===== src/hw/rtl/slfp_pkg.sv =====
// ----------------------------------------------------------------------------
// slfp_pkg: shared types and constants of the sync/length frame parser
// Field widths, register indexes and reset values, the parser phases, the
// item formats between the stages, and the CRC-16 (reflected 0xA001) step.
// ----------------------------------------------------------------------------
package slfp_pkg;

   localparam int BYTE_W      = 8;
   localparam int WORD_W      = 16;
   localparam int STATUS_W    = 2;
   localparam int CSR_INDEX_W = 2;
   localparam int CSR_DATA_W  = 16;

   // Depth of each short queue; keep it a power of two so pointers wrap.
   localparam int QUEUE_DEPTH = 2;
   localparam int QUEUE_PTR_W = $clog2(QUEUE_DEPTH);
   localparam int QUEUE_CNT_W = $clog2(QUEUE_DEPTH + 1);

   localparam logic [WORD_W-1:0] CRC_POLY = 16'hA001;

   localparam logic [BYTE_W-1:0] SYNC_VALUE_RESET    = 8'h00;
   localparam logic [WORD_W-1:0] CRC_START_RESET     = 16'h0000;
   localparam logic [WORD_W-1:0] LENGTH_OFFSET_RESET = 16'h0001;
   localparam logic [WORD_W-1:0] MAX_PAYLOAD_RESET   = 16'h00FF;

   typedef enum logic [CSR_INDEX_W-1:0] {
      CSR_SYNC_VALUE    = 2'd0,
      CSR_CRC_START     = 2'd1,
      CSR_LENGTH_OFFSET = 2'd2,
      CSR_MAX_PAYLOAD   = 2'd3
   } csr_index_type;

   typedef enum logic [2:0] {
      PH_SYNC  = 3'd0,
      PH_LEN_L = 3'd1,
      PH_LEN_H = 3'd2,
      PH_CMD   = 3'd3,
      PH_DATA  = 3'd4,
      PH_CRC_L = 3'd5,
      PH_CRC_H = 3'd6
   } phase_type;

   typedef enum logic [STATUS_W-1:0] {
      ST_BUSY  = 2'd0,
      ST_GOOD  = 2'd1,
      ST_ERROR = 2'd2
   } status_type;

   // What the back end does with its CRC register for one item.
   typedef enum logic [1:0] {
      CRC_HOLD  = 2'd0,
      CRC_LOAD  = 2'd1,
      CRC_STEP  = 2'd2,
      CRC_CHECK = 2'd3
   } crc_op_type;

   typedef struct packed {
      logic [BYTE_W-1:0] sync_value;
      logic [WORD_W-1:0] length_offset;
      logic [WORD_W-1:0] max_payload;
   } front_cfg_type;

   typedef struct packed {
      crc_op_type        op;
      logic              length_error;
      logic [BYTE_W-1:0] data;
      logic [BYTE_W-1:0] command;
      logic              payload_valid;
      logic [WORD_W-1:0] payload_index;
   } work_item_type;

   typedef struct packed {
      status_type        status;
      logic [BYTE_W-1:0] command_code;
      logic              payload_valid;
      logic [BYTE_W-1:0] payload_byte;
      logic [WORD_W-1:0] payload_index;
   } result_type;

   function automatic logic [WORD_W-1:0] crc_step(input logic [WORD_W-1:0] crc,
                                                  input logic [BYTE_W-1:0] data);
      logic [WORD_W-1:0] c;
      c = crc ^ {{(WORD_W-BYTE_W){1'b0}}, data};
      for (int k = 0; k < BYTE_W; k++) begin
         c = c[0] ? ((c >> 1) ^ CRC_POLY) : (c >> 1);
      end
      return c;
   endfunction

endpackage


===== src/hw/rtl/slfp_queue.sv =====
// ----------------------------------------------------------------------------
// slfp_queue: short queue of classified items between front and back end
// Register based; push and pop may happen in the same cycle, also when full.
// ----------------------------------------------------------------------------
module slfp_queue (
   input  logic                    clock,
   input  logic                    reset,
   input  logic                    push,
   input  slfp_pkg::work_item_type push_item,
   output logic                    full,
   input  logic                    pop,
   output slfp_pkg::work_item_type head,
   output logic                    empty
);

   slfp_pkg::work_item_type              entry_ff [slfp_pkg::QUEUE_DEPTH];
   logic [slfp_pkg::QUEUE_PTR_W-1:0]     wr_ptr_ff, wr_ptr_in;
   logic [slfp_pkg::QUEUE_PTR_W-1:0]     rd_ptr_ff, rd_ptr_in;
   logic [slfp_pkg::QUEUE_CNT_W-1:0]     count_ff, count_in;
   logic                                 do_push, do_pop;

   assign empty   = (count_ff == '0);
   assign full    = (count_ff == slfp_pkg::QUEUE_CNT_W'(slfp_pkg::QUEUE_DEPTH));
   assign head    = entry_ff[rd_ptr_ff];
   assign do_pop  = pop && !empty;
   assign do_push = push && (!full || do_pop);

   always_comb begin
      wr_ptr_in = do_push ? wr_ptr_ff + 1'b1 : wr_ptr_ff;
      rd_ptr_in = do_pop  ? rd_ptr_ff + 1'b1 : rd_ptr_ff;
      count_in  = count_ff;
      if (do_push && !do_pop) begin
         count_in = count_ff + 1'b1;
      end else if (do_pop && !do_push) begin
         count_in = count_ff - 1'b1;
      end
   end

   always_ff @(posedge clock) begin
      if (reset) begin
         wr_ptr_ff <= '0;
         rd_ptr_ff <= '0;
         count_ff  <= '0;
      end else begin
         wr_ptr_ff <= wr_ptr_in;
         rd_ptr_ff <= rd_ptr_in;
         count_ff  <= count_in;
      end
   end

   always_ff @(posedge clock) begin
      if (do_push) begin
         entry_ff[wr_ptr_ff] <= push_item;
      end
   end

   a_count_bound: assert property (@(posedge clock) disable iff (reset)
      count_ff <= slfp_pkg::QUEUE_CNT_W'(slfp_pkg::QUEUE_DEPTH))
      else $error("queue count beyond depth");

   a_count_grow: assert property (@(posedge clock) disable iff (reset)
      (do_push && !do_pop) |=> (count_ff == $past(count_ff) + 1'b1))
      else $error("queue count did not advance on push");

endmodule


===== src/hw/rtl/slfp_front.sv =====
// ----------------------------------------------------------------------------
// slfp_front: frame phase tracker
// Walk sync, length, command, payload and CRC phases one byte at a time and
// hand each byte on as a classified item for the CRC back end.
// ----------------------------------------------------------------------------
module slfp_front (
   input  logic                             clock,
   input  logic                             reset,
   input  logic                             accept,
   input  logic [slfp_pkg::BYTE_W-1:0]      rx_byte,
   input  slfp_pkg::front_cfg_type          cfg,
   output slfp_pkg::work_item_type          item
);

   slfp_pkg::phase_type               phase_ff, phase_in;
   logic [slfp_pkg::WORD_W-1:0]       length_ff, length_in;
   logic [slfp_pkg::WORD_W-1:0]       count_ff, count_in;
   logic [slfp_pkg::BYTE_W-1:0]       command_ff, command_in;
   logic [slfp_pkg::WORD_W-1:0]       length_new;
   logic [slfp_pkg::WORD_W:0]         upper_bound;
   logic [slfp_pkg::WORD_W:0]         count_end;

   assign length_new  = {rx_byte, length_ff[slfp_pkg::BYTE_W-1:0]};
   assign upper_bound = {1'b0, cfg.max_payload} + {1'b0, cfg.length_offset};
   assign count_end   = {1'b0, count_ff + 1'b1} + {1'b0, cfg.length_offset};

   always_comb begin
      phase_in           = phase_ff;
      length_in          = length_ff;
      count_in           = count_ff;
      command_in         = command_ff;
      item.op            = slfp_pkg::CRC_HOLD;
      item.length_error  = 1'b0;
      item.data          = rx_byte;
      item.payload_valid = 1'b0;
      item.payload_index = '0;
      if (accept) begin
         case (phase_ff)
            slfp_pkg::PH_LEN_L: begin
               length_in = {{(slfp_pkg::WORD_W-slfp_pkg::BYTE_W){1'b0}}, rx_byte};
               phase_in  = slfp_pkg::PH_LEN_H;
            end
            slfp_pkg::PH_LEN_H: begin
               length_in = length_new;
               if (length_new >= cfg.length_offset && {1'b0, length_new} <= upper_bound) begin
                  phase_in = slfp_pkg::PH_CMD;
               end else begin
                  phase_in          = slfp_pkg::PH_SYNC;
                  item.length_error = 1'b1;
               end
            end
            slfp_pkg::PH_CMD: begin
               item.op    = slfp_pkg::CRC_STEP;
               command_in = rx_byte;
               phase_in   = (length_ff != cfg.length_offset) ? slfp_pkg::PH_DATA
                                                             : slfp_pkg::PH_CRC_L;
            end
            slfp_pkg::PH_DATA: begin
               item.op            = slfp_pkg::CRC_STEP;
               item.payload_valid = 1'b1;
               item.payload_index = count_ff;
               count_in           = count_ff + 1'b1;
               if (count_end >= {1'b0, length_ff}) begin
                  phase_in = slfp_pkg::PH_CRC_L;
               end
            end
            slfp_pkg::PH_CRC_L: begin
               item.op  = slfp_pkg::CRC_STEP;
               phase_in = slfp_pkg::PH_CRC_H;
            end
            slfp_pkg::PH_CRC_H: begin
               item.op  = slfp_pkg::CRC_CHECK;
               phase_in = slfp_pkg::PH_SYNC;
            end
            default: begin
               // hunt; the unused phase code hunts too
               phase_in = slfp_pkg::PH_SYNC;
               if (rx_byte == cfg.sync_value) begin
                  phase_in = slfp_pkg::PH_LEN_L;
                  item.op  = slfp_pkg::CRC_LOAD;
                  count_in = '0;
               end
            end
         endcase
      end
      item.command = command_in;
   end

   always_ff @(posedge clock) begin
      if (reset) begin
         phase_ff   <= slfp_pkg::PH_SYNC;
         length_ff  <= '0;
         count_ff   <= '0;
         command_ff <= '0;
      end else begin
         phase_ff   <= phase_in;
         length_ff  <= length_in;
         count_ff   <= count_in;
         command_ff <= command_in;
      end
   end

   a_payload_phase: assert property (@(posedge clock) disable iff (reset)
      item.payload_valid |-> (accept && phase_ff == slfp_pkg::PH_DATA))
      else $error("payload item outside payload phase");

endmodule


===== src/hw/rtl/slfp_back.sv =====
// ----------------------------------------------------------------------------
// slfp_back: CRC engine and result queue
// Run the CRC register over classified items, settle the frame status and
// queue results for the output side.
// ----------------------------------------------------------------------------
module slfp_back (
   input  logic                        clock,
   input  logic                        reset,
   input  slfp_pkg::work_item_type     item,
   input  logic                        item_valid,
   output logic                        item_pop,
   input  logic [slfp_pkg::WORD_W-1:0] crc_start,
   input  logic                        rsp_pop,
   output slfp_pkg::result_type        rsp,
   output logic                        rsp_empty
);

   slfp_pkg::result_type              entry_ff [slfp_pkg::QUEUE_DEPTH];
   logic [slfp_pkg::QUEUE_PTR_W-1:0]  wr_ptr_ff, wr_ptr_in;
   logic [slfp_pkg::QUEUE_PTR_W-1:0]  rd_ptr_ff, rd_ptr_in;
   logic [slfp_pkg::QUEUE_CNT_W-1:0]  count_ff, count_in;
   logic [slfp_pkg::WORD_W-1:0]       crc_ff, crc_in;
   logic [slfp_pkg::WORD_W-1:0]       crc_stepped;
   slfp_pkg::result_type              result;
   logic                              out_full, do_pop;

   assign rsp_empty   = (count_ff == '0);
   assign out_full    = (count_ff == slfp_pkg::QUEUE_CNT_W'(slfp_pkg::QUEUE_DEPTH));
   assign rsp         = entry_ff[rd_ptr_ff];
   assign do_pop      = rsp_pop && !rsp_empty;
   assign item_pop    = item_valid && (!out_full || do_pop);
   assign crc_stepped = slfp_pkg::crc_step(crc_ff, item.data);

   always_comb begin
      crc_in                = crc_ff;
      result.status         = slfp_pkg::ST_BUSY;
      result.command_code   = item.command;
      result.payload_valid  = item.payload_valid;
      result.payload_byte   = item.payload_valid ? item.data : '0;
      result.payload_index  = item.payload_index;
      case (item.op)
         slfp_pkg::CRC_LOAD:  crc_in = crc_start;
         slfp_pkg::CRC_STEP:  crc_in = crc_stepped;
         slfp_pkg::CRC_CHECK: begin
            crc_in        = crc_stepped;
            result.status = (crc_stepped == '0) ? slfp_pkg::ST_GOOD : slfp_pkg::ST_ERROR;
         end
         default:             crc_in = crc_ff;
      endcase
      if (item.length_error) begin
         result.status = slfp_pkg::ST_ERROR;
      end
   end

   always_comb begin
      wr_ptr_in = item_pop ? wr_ptr_ff + 1'b1 : wr_ptr_ff;
      rd_ptr_in = do_pop   ? rd_ptr_ff + 1'b1 : rd_ptr_ff;
      count_in  = count_ff;
      if (item_pop && !do_pop) begin
         count_in = count_ff + 1'b1;
      end else if (do_pop && !item_pop) begin
         count_in = count_ff - 1'b1;
      end
   end

   always_ff @(posedge clock) begin
      if (reset) begin
         wr_ptr_ff <= '0;
         rd_ptr_ff <= '0;
         count_ff  <= '0;
         crc_ff    <= '0;
      end else begin
         wr_ptr_ff <= wr_ptr_in;
         rd_ptr_ff <= rd_ptr_in;
         count_ff  <= count_in;
         if (item_pop) begin
            crc_ff <= crc_in;
         end
      end
   end

   always_ff @(posedge clock) begin
      if (item_pop) begin
         entry_ff[wr_ptr_ff] <= result;
      end
   end

   a_payload_busy: assert property (@(posedge clock) disable iff (reset)
      (!rsp_empty && rsp.payload_valid) |-> (rsp.status == slfp_pkg::ST_BUSY))
      else $error("payload result carries a final status");

endmodule


===== src/hw/rtl/sync_length_frame_parser_crc16.sv =====
// ----------------------------------------------------------------------------
// sync_length_frame_parser_crc16: serial frame deframer with CRC-16 check
// Hunt for a sync byte, check the length field, stream out payload bytes with
// their index and report good or bad CRC at the end of each frame.
// ----------------------------------------------------------------------------
// Usage:
//   Input side is a queue: drive req_rx_byte and raise req_push; an item is
//   taken at each rising edge with req_push high and req_full low.
//   Output side is a queue too: while rsp_empty is low the oldest result sits
//   on the rsp_ ports; raise rsp_pop to take it. Every input item yields
//   exactly one result item (status busy/good/error, command, payload info).
//   A taken item first waits in the middle queue, then the CRC engine writes
//   its result into the result queue, whose head sits on the rsp_ ports;
//   while the result queue is full the item waits in the middle queue.
//   Throughput: one item per cycle while results are popped; the CRC engine
//   does one byte step per cycle; both queues push and pop in the same cycle.
//   Stalls: with rsp_pop low, the result queue fills, then the queue between
//   the phase tracker and the CRC engine fills, and req_full rises after at
//   most four waiting items; nothing is dropped.
//   Reset (synchronous, active high) clears both queues, the parser state to
//   sync hunt, and the registers to their defaults (sync 0x00, CRC start 0,
//   length offset 1, max payload 255). Write registers only while idle.
// ----------------------------------------------------------------------------
module sync_length_frame_parser_crc16 (
   input  logic                              clock,
   input  logic                              reset,
   // input channel
   input  logic                              req_push,
   output logic                              req_full,
   input  logic [slfp_pkg::BYTE_W-1:0]       req_rx_byte,
   // result channel
   output logic                              rsp_empty,
   input  logic                              rsp_pop,
   output logic [slfp_pkg::STATUS_W-1:0]     rsp_status,
   output logic [slfp_pkg::BYTE_W-1:0]       rsp_command_code,
   output logic                              rsp_payload_valid,
   output logic [slfp_pkg::BYTE_W-1:0]       rsp_payload_byte,
   output logic [slfp_pkg::WORD_W-1:0]       rsp_payload_index,
   // register write port
   input  logic                              csr_write,
   input  logic [slfp_pkg::CSR_INDEX_W-1:0]  csr_index,
   input  logic [slfp_pkg::CSR_DATA_W-1:0]   csr_wdata
);

   logic [slfp_pkg::BYTE_W-1:0]  sync_value_ff;
   logic [slfp_pkg::WORD_W-1:0]  crc_start_ff;
   logic [slfp_pkg::WORD_W-1:0]  length_offset_ff;
   logic [slfp_pkg::WORD_W-1:0]  max_payload_ff;

   slfp_pkg::front_cfg_type      front_cfg;
   slfp_pkg::work_item_type      front_item;
   slfp_pkg::work_item_type      back_item;
   slfp_pkg::result_type         rsp_item;
   logic                         accept;
   logic                         mid_empty;
   logic                         mid_pop;

   // Register file: plain writes, unknown indexes drop.
   always_ff @(posedge clock) begin
      if (reset) begin
         sync_value_ff    <= slfp_pkg::SYNC_VALUE_RESET;
         crc_start_ff     <= slfp_pkg::CRC_START_RESET;
         length_offset_ff <= slfp_pkg::LENGTH_OFFSET_RESET;
         max_payload_ff   <= slfp_pkg::MAX_PAYLOAD_RESET;
      end else if (csr_write) begin
         case (slfp_pkg::csr_index_type'(csr_index))
            slfp_pkg::CSR_SYNC_VALUE:    sync_value_ff    <= csr_wdata[slfp_pkg::BYTE_W-1:0];
            slfp_pkg::CSR_CRC_START:     crc_start_ff     <= csr_wdata;
            slfp_pkg::CSR_LENGTH_OFFSET: length_offset_ff <= csr_wdata;
            slfp_pkg::CSR_MAX_PAYLOAD:   max_payload_ff   <= csr_wdata;
            default: ;
         endcase
      end
   end

   assign front_cfg.sync_value    = sync_value_ff;
   assign front_cfg.length_offset = length_offset_ff;
   assign front_cfg.max_payload   = max_payload_ff;

   // Take an item whenever the middle queue has room.
   assign accept = req_push && !req_full;

   slfp_front u_front (
      .clock   (clock),
      .reset   (reset),
      .accept  (accept),
      .rx_byte (req_rx_byte),
      .cfg     (front_cfg),
      .item    (front_item)
   );

   slfp_queue u_queue (
      .clock     (clock),
      .reset     (reset),
      .push      (accept),
      .push_item (front_item),
      .full      (req_full),
      .pop       (mid_pop),
      .head      (back_item),
      .empty     (mid_empty)
   );

   slfp_back u_back (
      .clock      (clock),
      .reset      (reset),
      .item       (back_item),
      .item_valid (!mid_empty),
      .item_pop   (mid_pop),
      .crc_start  (crc_start_ff),
      .rsp_pop    (rsp_pop),
      .rsp        (rsp_item),
      .rsp_empty  (rsp_empty)
   );

   assign rsp_status        = rsp_item.status;
   assign rsp_command_code  = rsp_item.command_code;
   assign rsp_payload_valid = rsp_item.payload_valid;
   assign rsp_payload_byte  = rsp_item.payload_byte;
   assign rsp_payload_index = rsp_item.payload_index;

endmodule


===== config.mk =====
export PLATFORM = sky130hd
export DESIGN_NAME = sync_length_frame_parser_crc16
export DESIGN_NICKNAME = d
export VERILOG_FILES = /design/src/hw/rtl/slfp_pkg.sv /design/src/hw/rtl/slfp_queue.sv /design/src/hw/rtl/slfp_front.sv /design/src/hw/rtl/slfp_back.sv /design/src/hw/rtl/sync_length_frame_parser_crc16.sv
export SDC_FILE = /design/constraint.sdc
export NUM_CORES = 1
export LEC_CHECK = 0
export BUFFER_PORTS_ARGS = -buffer_cell sky130_fd_sc_hd__buf_4
export CAP_MARGIN = 5
export CORE_MARGIN = 2
export CORE_UTILIZATION = 30
export DETAILED_ROUTE_END_ITERATION = 10
export PLACE_DENSITY = 0.45
export SYNTH_ARGS = -nofsm -noshare
export SYNTH_HDL_FRONTEND = slang
export SYNTH_SLANG_ARGS = --single-unit

===== constraint.sdc =====
create_clock -name clock -period 4.4 [get_ports clock]
set_input_delay 0.22 -clock clock [delete_from_list [all_inputs] [get_ports clock]]
set_output_delay 0.22 -clock clock [all_outputs]
set_load 0.01 [all_outputs]

==> results of run 1 <==
-- sequential cells by signal, summed over array words and instances, names as in the netlist, 16 cells and up, named ones only --
| name | cells |
|---|---|
| length_offset_ff | 16 |
| u_queue.entry_ff | 72 |
| u_front.count_ff | 16 |
| max_payload_ff | 16 |
| u_back.crc_ff | 16 |
| u_front.length_ff | 16 |
| crc_start_ff | 16 |
| u_back.entry_ff | 70 |
-- per-layer routing --
layer	track usage	routed length, um	vias to the layer above
li1	-	-	4652
met1	0.201	16200	4451
met2	0.249	16000	135
met3	0.0228	1260	31
met4	0.0310	422	0
met5	0	0	-
-- cells in the mapped netlist, drive strengths merged, types with 22 or more instances --
cell and number:
a21oi 102, and2 22, clkbuf 41, dfxtp 125, edfxtp 142, ha 88
inv 44, mux2 68, nand2 160, nand3 25, nor2 95, o21ai 38
xnor2 52, xor2 33
-- worst min-delay path by stage --
stage,to,startpoint,cells after the start
4_1_cts,u_queue.entry_ff[0][31],req_rx_byte[6],1
2_1_floorplan,u_queue.entry_ff[0][25],req_rx_byte[0],0
5_1_grt,u_queue.entry_ff[0][25],req_rx_byte[0],1
3_3_place_gp,crc_start_ff[10],crc_start_ff[10],2
3_5_place_dp,crc_start_ff[4],crc_start_ff[4],2
6_report,u_queue.entry_ff[0][25],req_rx_byte[0],1
-- logic make-up after synthesis --
family | Yosys count
adder cells (fa/ha/maj) | 90
multiplexers | 88
buffers and inverters | 91
AND/OR/NAND/NOR | 397
flip-flops | 267
AO/OA/AOI/OAI | 227
XOR/XNOR | 86
-- repair_timing --
| action | CTS | global route |
|---|---|---|
| resized for setup | 0 | 24 |
| hold buffers | 18 | 0 |
| endpoints found under the hold margin | 60 | 0 |
| buffers inserted | 0 | 2 |
| setup endpoints to repair | 0 | 2 |
-- through the flow --
step / instance area (sq um) / hold slack [ns] / utilization / setup slack (ns)
after detailed placement: 14600 / 0.452 / 0.332 / 0.0762
after CTS: 15800 / 0.00278 / 0.359 / 0.0628
after floorplan: 13300 / 0.319 / - / 0.247
final: 15900 / 0.0241 / 0.361 / 0.295
after global routing: 15900 / 0.00183 / 0.361 / 0.0127
after global placement: 14600 / 0.448 / 0.332 / 0.0888
-- worst max-delay path: stages, from the launching register on --
cell,delay [ns]
dfxtp_2,0.35
ha_2,0.18
and3_4,0.19
and3_4,0.18
nand3_1,0.11
xnor2_2,0.16
ha_1,0.29
a21o_1,0.16
a21o_1,0.17
a21oi_1,0.14
o31ai_1,0.08
buf_4,0.15
nand4_1,0.08
nand4b_1,0.11
a21oi_2,0.15
xnor2_1,0.08
ha_1,0.30
nand4_1,0.08
or4_1,0.53
nand3_1,0.11
o31ai_2,0.09
nor4_1,0.18
nor3_1,0.07
-- area by class of cell --
class / count / area, sq um
repair buffers: 116 / 916
clock buffers: 51 / 945
well taps: 592 / 741
multi-input cells: 888 / 6260
fillers: 4456 / 28100
clock inverters: 5 / 77.6
flip-flops and latches: 267 / 6780
inverters: 44 / 165
-- cell usage in the layout, fill, tap and decap left out, types with 13 or more instances in the layout --
cell and n:
nand2_1 160, buf_4 98, ha_1 87, inv_1 42
edfxtp_1 142, mux2_2 68, nor2b_1 17, and2_1 21
a21oi_1 101, mux2i_1 17, o21ai_0 29, clkbuf_16 33
a21o_1 17, xnor2_1 47, nor2_1 93, nand3b_1 19
dlygate4sd3_1 18, a22oi_1 13, nand3_1 25, dfxtp_1 118
xor2_1 33
-- power by group through the flow --
stage | sequential (W) | clock [W] | combinational [W]
floorplan | 0.00338 | 0 | 0.00207
global placement | 0.00343 | 0 | 0.00297
detailed placement | 0.00344 | 0 | 0.00297
CTS | 0.00339 | 0.00263 | 0.00300
global route | 0.00343 | 0.00275 | 0.00327
finish | 0.00338 | 0.00255 | 0.00292
==> metrics.txt, run 1 <==
ANT cells=0; first-pass GRT wire length=approximately 54000 um; switching share of power=0.315; register area share after synthesis=0.510; setup tns final=0 ns; xor/xnor share of the synthesized area=0.0595; cell area after synthesis=0.0133 sq mm; worst setup path start=u_front.count_ff[1]; Total GRT Usage=0.148; Synth area leader=edfxtp_1; Vias=just over 9000; R2R cell count=22; Setup-failing EPs final=0; Power Dens Cells=approximately 560 mW/mm^2; DR WL/cell=roughly 17 um; Flop pwr share=0.382; Critical Path RT=slightly below 5 ns; initial antenna violation count=0; vias in the first global route=between 9000 and 10000; Max Slew Vio Count=0; Yosys cell types=just over 60; worst-margin pin slew=0.987 ns; total clock sinks=267; Die Area=0.0460 sq mm; post-layout power=around 0.009 W; Synth Instances=around 1200; Tmin final=~4.1 ns; Syn. warnings=0; crit path launch type=flop; RSZ-0062 raised after global routing=false; Hold Path Class=primary input to flop; status=completed; crit path kind=flop to flop; Hold Vio Cnt, Final=0; total iterations of the first detailed-routing run=5; remaining global-route overflow=0; DP Wirelength=roughly 24000 um; FF-to-FF Start=u_front.count_ff[1]; Logic pwr share=0.330; number of flops mapped to enable cells by yosys=around 140; share of layout cells above drive strength 1=0.182; post-synthesis mux area share=0.0756; port bufs=67; area growth from synthesis to final layout=19.6%; CTS max path bufs=3; Post-synth top flop=edfxtp_1; post-synthesis compound-gate area fraction=0.104; core area=approximately 0.044 sq mm; initial DRC count=slightly below 500; Clock Power Share=0.288; placed insts=around 1900; vias per cell=between 4 and 5; Skew-Pair Late Insertion Delay=0.56 ns; final antenna-violating net count=0; CP Capture Type=flop; crit path max fanout=4; area share of the leading cell type in the synthesized netlist=0.321; r2r endpoint=u_front.phase_ff[0]; Routed WL=33900 um; CTS tree=built; Mapped Nets=between 1000 and 1500; flop2flop setup slack=slightly below 0.3 ns; Power Internal=0.00607 W; largest net degree at the start of global routing=between 80 and 90; clock slew at reported path FFs=approximately 0.060 ns; Max Cap Viol=0; Peak VDD IR=roughly 0.43 mV; Pleak=6.05 nW; Initial Util=0.302; fmax=around 240 MHz; Rows=77; flops & latches, synth=between 200 and 300; syn avg cell area=about 11 sq um; htree depth=1; Synth Area in Simple Gates=0.139; Post-Layout Cell Count=a little under 2000; fin nets=about 1500; synth top area cells=edfxtp_1 (32%), dfxtp_1 (19%), ha_1 (8.3%), mux2_2 (5.8%), nand2_1 (4.5%); clk_skew=approximately 0.025 ns; drt drc=0; Adder-Cell Fraction of Synth Area=0.0859; crit path to=u_front.phase_ff[0]; die height=about 210 um; IO Pins=68; Psw=0.00279 W; CTS Buf Count=30; asr flop ratio synth=0; period utilization=0.933; largest family of logic cells by synthesized area=simple AND/OR/NAND/NOR gates; routability cong.=between 0.8 and 0.9; clock root cell=clkbuf_16; CP arrival=between 4 and 5 ns; Rel. slew slack=0.342; die width=approximately 210 um
(Power assumes the default switching activity.)
==> inputs of run 2 (changes only) <==
--- a/config.mk
+++ b/config.mk
@@ -10,7 +10,8 @@
 export CORE_MARGIN = 2
 export CORE_UTILIZATION = 30
 export DETAILED_ROUTE_END_ITERATION = 10
-export PLACE_DENSITY = 0.45
+export GPL_TIMING_DRIVEN = 0
+export PLACE_DENSITY = 0.44
 export SYNTH_ARGS = -nofsm -noshare
 export SYNTH_HDL_FRONTEND = slang
 export SYNTH_SLANG_ARGS = --single-unit
==> constraint.sdc (replaced) <==
create_clock -name clock -period 3.98 [get_ports clock]
set_input_delay 0.199 -clock clock [delete_from_list [all_inputs] [get_ports clock]]
set_output_delay 0.199 -clock clock [all_outputs]
set_load 0.01 [all_outputs]
==> run 2 against run 1 <==
The flow now finishes with violations (negative setup slack). Setup slack worse by 0.47 ns. Critical path depth fell by 4. Via count rose by 2.4%. Power is 15% higher. Routed wire length rose by 5.7%. Core utilization up 1.1 points. Sequential share of layout area fell by 1.2 points. Clock power up 13%. First-iteration DRC count fell by 23%. Hold slack improved by 0.011 ns. Critical path type unchanged.
==> metrics.txt, run 2 (synthesis results as in run 1) <==
commonest non-fill, non-tap cell in the layout=nand2_1; commonest cells after routing, fill and taps aside=nand2_1 (160), edfxtp_1 (142), dfxtp_1 (116); Area after DPL=approximately 0.015 sq mm; CP Capture Type=flop; DR WL/cell=between 15 and 20 um; largest net degree at the start of global routing=26; Critical Path RT=roughly 4.4 ns; crit path launch type=flop; crit path kind=flop to flop; Hold Path Class=primary input to flop; clock slew at reported path FFs=~0.060 ns; IO Pins=~70; first-pass GRT wire length=between 50000 and 60000 um; Skew-Pair Late Insertion Delay=approximately 0.53 ns; Setup WS pre-CTS=-0.766 ns; Routed WL=between 30000 and 40000 um; total clock sinks=~270; clock root cell=clkbuf_16; clk_skew=about 0.023 ns; RSZ-0062 raised after global routing=true; initial DRC count=between 300 and 400; CTS max path bufs=3; status=complete, but fails checks; Filler cells=between 4000 and 5000; initial antenna violation count=0; port bufs=66; max reg flops=72; crit path max fanout=6; Peak VDD IR=~0.48 mV; vias in the first global route=about 9600; area growth from synthesis to final layout=23.1%; Power Dens Cells=~630 mW/mm^2; final antenna-violating net count=0; Psw=between 0.003 and 0.004 W; switching share of power=0.320; Vias=approximately 9500; Initial Util=0.302; Total GRT Usage=0.158; setup tns final=-0.243 ns; Setup-failing EPs final=2; share of layout cells above drive strength 1=0.200; DP Wirelength=26100 um; met3 routed WL=approximately 1300 um; die height=~210 um; drt drc=0; worst setup margin=-0.175 ns; routability cong.=0.839; CTS tree=built; Die Area=between 0.04 and 0.05 sq mm; die width=around 210 um; Tmin final=4.15 ns; Hold Vio Cnt, Final=0; Pleak=between 6 and 7 nW; met2 wire len=16600 um; period utilization=1.04; CTS Buf Count=34; Max Cap Viol=0; total iterations of the first detailed-routing run=4; Max Slew Vio Count=0; Clock Power Share=0.282; vias per cell=approximately 4.7; core area=0.0439 sq mm; Logic pwr share=0.353; Rows=77; biggest regs=u_queue.entry_ff x72, u_back.entry_ff x70; Flop pwr share=0.365; worst-margin pin slew=between 0.9 and 1 ns; FF+latch area=0.00679 sq mm; fmax=between 200 and 250 MHz; design area=around 0.016 sq mm; Power Internal=around 0.007 W; remaining global-route overflow=0; uppermost routed layer=met4; failing checks=negative setup slack; htree depth=2; Rel. slew slack=0.325; area of the multi-input gates=between 0.006 and 0.007 sq mm; Most flops, register=u_queue.entry_ff; CP arrival=~4.6 ns; wl on met1=between 15000 and 20000 um; fin nets=between 1500 and 2000
-- run 2: cell count changes in the layout (fill, tap and decap cells not counted), sizes merged --
cell	delta
inv	+1
bufinv	-1
buf	-4
diode	+1
clkinv	+9
clkinvlp	-1
clkbuf	+36
dlygate4sd3	+2
-- run 2: final cells by class --
cell class	count	area share
flip-flops and latches	267	0.415
multi-input cells	888	0.398
clock buffers	46	0.0579
repair buffers	109	0.0562
well taps	592	0.0453
plain buffers	46	0.0116
inverters	44	0.0101
clock inverters	13	0.00605
diodes	1	0.000153
-- run 2: repair_timing --
item / 4_1_cts / 5_1_grt
hold endpoints to repair: 63 / 0
endpoints found under the setup margin: 8 / 8
hold buffers: 20 / 0
setup buffers: 13 / 6
pin swaps: 29 / 20
resized for setup: 52 / 22
-- run 2: final timing paths --
check	startpoint	endpoint	slack, ns	cells past startpoint
setup reg to reg	u_front.count_ff[2]	u_front.phase_ff[0]	-0.17	18
setup / recovery	u_front.count_ff[2]	u_front.phase_ff[0]	-0.17	18
hold / removal	req_rx_byte[1]	u_queue.entry_ff[0][26]	0.03	1
hold reg to reg	crc_start_ff[5]	crc_start_ff[5]	0.46	2
-- run 2: critical path: stages, from the launching register on --
cell	delay (ns)
dfxtp_4	0.37
and3_4	0.24
and2_4	0.18
nand3_1	0.12
xnor2_2	0.25
ha_1	0.27
a21o_1	0.18
or3_1	0.36
o21ai_2	0.19
o21a_1	0.17
xnor2_1	0.08
ha_1	0.31
and4_4	0.23
nand3_1	0.10
or4_4	0.56
nand3_4	0.09
o31ai_4	0.07
nor2b_1	0.15
nor3_1	0.16
-- run 2: metal layers --
metal	global-route usage	vias to the layer above
li1	-	4743
met1	0.213	4571
met2	0.259	135
met3	0.0262	43
met4	0.0500	0
met5	0	-
-- run 2: stage by stage --
| step | total power (W) | instances | utilization | hold slack (ns) |
|---|---|---|---|---|
| 6_report | 0.0102 | 2006 | 0.372 | 0.0348 |
| 3_3_place_gp | 0.00709 | 1904 | 0.331 | 0.451 |
| 4_1_cts | 0.0102 | 2000 | 0.369 | 0.0100 |
| 2_1_floorplan | 0.00602 | 1246 | - | 0.298 |
| 3_5_place_dp | 0.00715 | 1908 | 0.333 | 0.453 |
| 5_1_grt | 0.0108 | 2005 | 0.372 | 0.0241 |
-- run 2: power groups by stage --
stage / combinational, W / sequential [W] / clock, W
4_1_cts: 0.00346 / 0.00373 / 0.00299
6_report: 0.00361 / 0.00373 / 0.00288
2_1_floorplan: 0.00228 / 0.00373 / 0
3_3_place_gp: 0.00328 / 0.00381 / 0
3_5_place_dp: 0.00336 / 0.00378 / 0
5_1_grt: 0.00397 / 0.00378 / 0.00310
==> inputs of run 3 (changes only) <==
--- a/config.mk
+++ b/config.mk
@@ -10,7 +10,6 @@
 export CORE_MARGIN = 2
 export CORE_UTILIZATION = 30
 export DETAILED_ROUTE_END_ITERATION = 10
-export GPL_TIMING_DRIVEN = 0
 export PLACE_DENSITY = 0.44
 export SYNTH_ARGS = -nofsm -noshare
 export SYNTH_HDL_FRONTEND = slang
==> run 3 against run 2 <==
The run now ends clean. First-iteration DRC count up 13%. Via count up 0.17%. Power up 2.0%. Largest power group unchanged.
==> metrics.txt, run 3 (synthesis results as in run 1) <==
status=completed; Critical Path RT=4.46 ns; FF+latch area=0.00678 sq mm; worst-margin pin slew=around 0.96 ns; crit path kind=flop to flop; CTS Buf Count=31; die width=between 200 and 250 um; area growth from synthesis to final layout=26.4%; initial antenna violation count=1; share of layout cells above drive strength 1=0.252; Setup-failing EPs final=0; Total GRT Usage=0.149; Rows=a little under 80; first-pass GRT wire length=54000 um; setup tns final=0 ns; Routed WL=34400 um; Power Dens Cells=a little over 600 mW/mm^2; die height=~210 um; Max Slew Vio Count=0; fin nets=about 1500; Post-Layout Cell Count=2039; Die Area=0.0460 sq mm; CP Capture Type=flop; drt drc=0; final antenna-violating net count=0; max reg flops=just over 70; Min Hold Slack=between 0.02 and 0.03 ns; htree depth=1; total iterations of the first detailed-routing run=4; vias per cell=~4.7; fmax=255 MHz; commonest non-fill, non-tap cell in the layout=buf_4; Hold Path Class=primary input to flop; CTS tree=built; Setup WS pre-CTS=-0.188 ns; Pleak=6.53 nW; Tmin final=3.92 ns; largest net degree at the start of global routing=52; routability cong.=approximately 0.83; Peak VDD IR=0.442 mV; Filler cells=~4400; DP Wirelength=24300 um; R2R cell count=19; Most flops, register=u_queue.entry_ff; CTS max path bufs=3; crit path launch type=flop; Rel. slew slack=0.341; period utilization=0.985; remaining global-route overflow=0; RSZ-0062 raised after global routing=true; post-layout power=approximately 0.010 W; Initial Util=0.302; Max Cap Viol=0; area of the multi-input gates=0.00649 sq mm; commonest cells after routing, fill and taps aside=buf_4 (168), nand2_1 (160), edfxtp_1 (142); clock slew at reported path FFs=roughly 0.07 ns; flop2flop setup slack=just under 0.06 ns; Hold Vio Cnt, Final=0; CP arrival=~4.4 ns; clk_skew=around 0.016 ns; ANT cells=0; Vias=9508; port bufs=67; Skew-Pair Late Insertion Delay=about 0.56 ns; DR WL/cell=16.9 um; initial DRC count=around 420; crit path max fanout=4; placed insts=1953; vias in the first global route=9470; core area=0.0439 sq mm; clock root cell=clkbuf_16; IO Pins=a little under 70; total clock sinks=267; Worst Hold Depth=3; biggest regs=u_queue.entry_ff x72, u_back.entry_ff x70; worst setup margin=about 0.06 ns
-- run 3: metrics by stage --
stage               instance area (sq um)  utilization
global route                        16800        0.382
floorplan                           13300            -
finish                              16800        0.382
global placement                    15100        0.343
detailed placement                  15100        0.343
CTS                                 16600        0.378
-- run 3: layout make-up --
class,instances,share of cell area
clock buffers,35,0.0496
flip-flops and latches,267,0.404
clock inverters,22,0.0178
inverters,44,0.00984
repair buffers,191,0.0889
well taps,592,0.0441
multi-input cells,888,0.386
-- run 3: metal layers --
metal	track usage	part of all wire
met1	0.202	0.48
met2	0.251	0.47
met3	0.0213	0.033
met4	0.0317	0.015
met5	0	0
-- run 3: final timing paths --
kind	from	endpoint
min reg2reg	crc_start_ff[3]	crc_start_ff[3]
min	req_rx_byte[3]	u_front.length_ff[3]
max reg2reg	u_front.count_ff[0]	u_front.phase_ff[0]
max	u_front.count_ff[0]	u_front.phase_ff[0]
-- run 3: repair_timing --
item                                   CTS  global route
setup endpoints to repair                6             8
setup buffers                            5             2
endpoints found under the hold margin   70             0
pin swaps                               25            23
resized for setup                       31            35
hold buffers                            22             0
-- run 3: critical path, cell delays in order (launching register included) --
cell and delay, ns:
dfxtp_2 0.34, ha_4 0.16, and3_4 0.17, and3_4 0.20
buf_6 0.12, xor2_2 0.13, ha_2 0.17, a21o_1 0.19
or3_1 0.36, o21ai_2 0.15, o21a_1 0.20, xnor2_1 0.08
ha_1 0.31, and4_4 0.23, nand3_2 0.08, or4_4 0.52
nand3_2 0.08, o31ai_2 0.08, nor2b_1 0.14, nor3_1 0.16
-- run 3: report_power, final --
| part | internal (W) | switching [W] |
|---|---|---|
| Combinational | 0.00174 | 0.00186 |
| Clock | 0.00195 | 0.00116 |
| Sequential | 0.00353 | 0.000194 |
| Total | 0.00722 | 0.00321 |
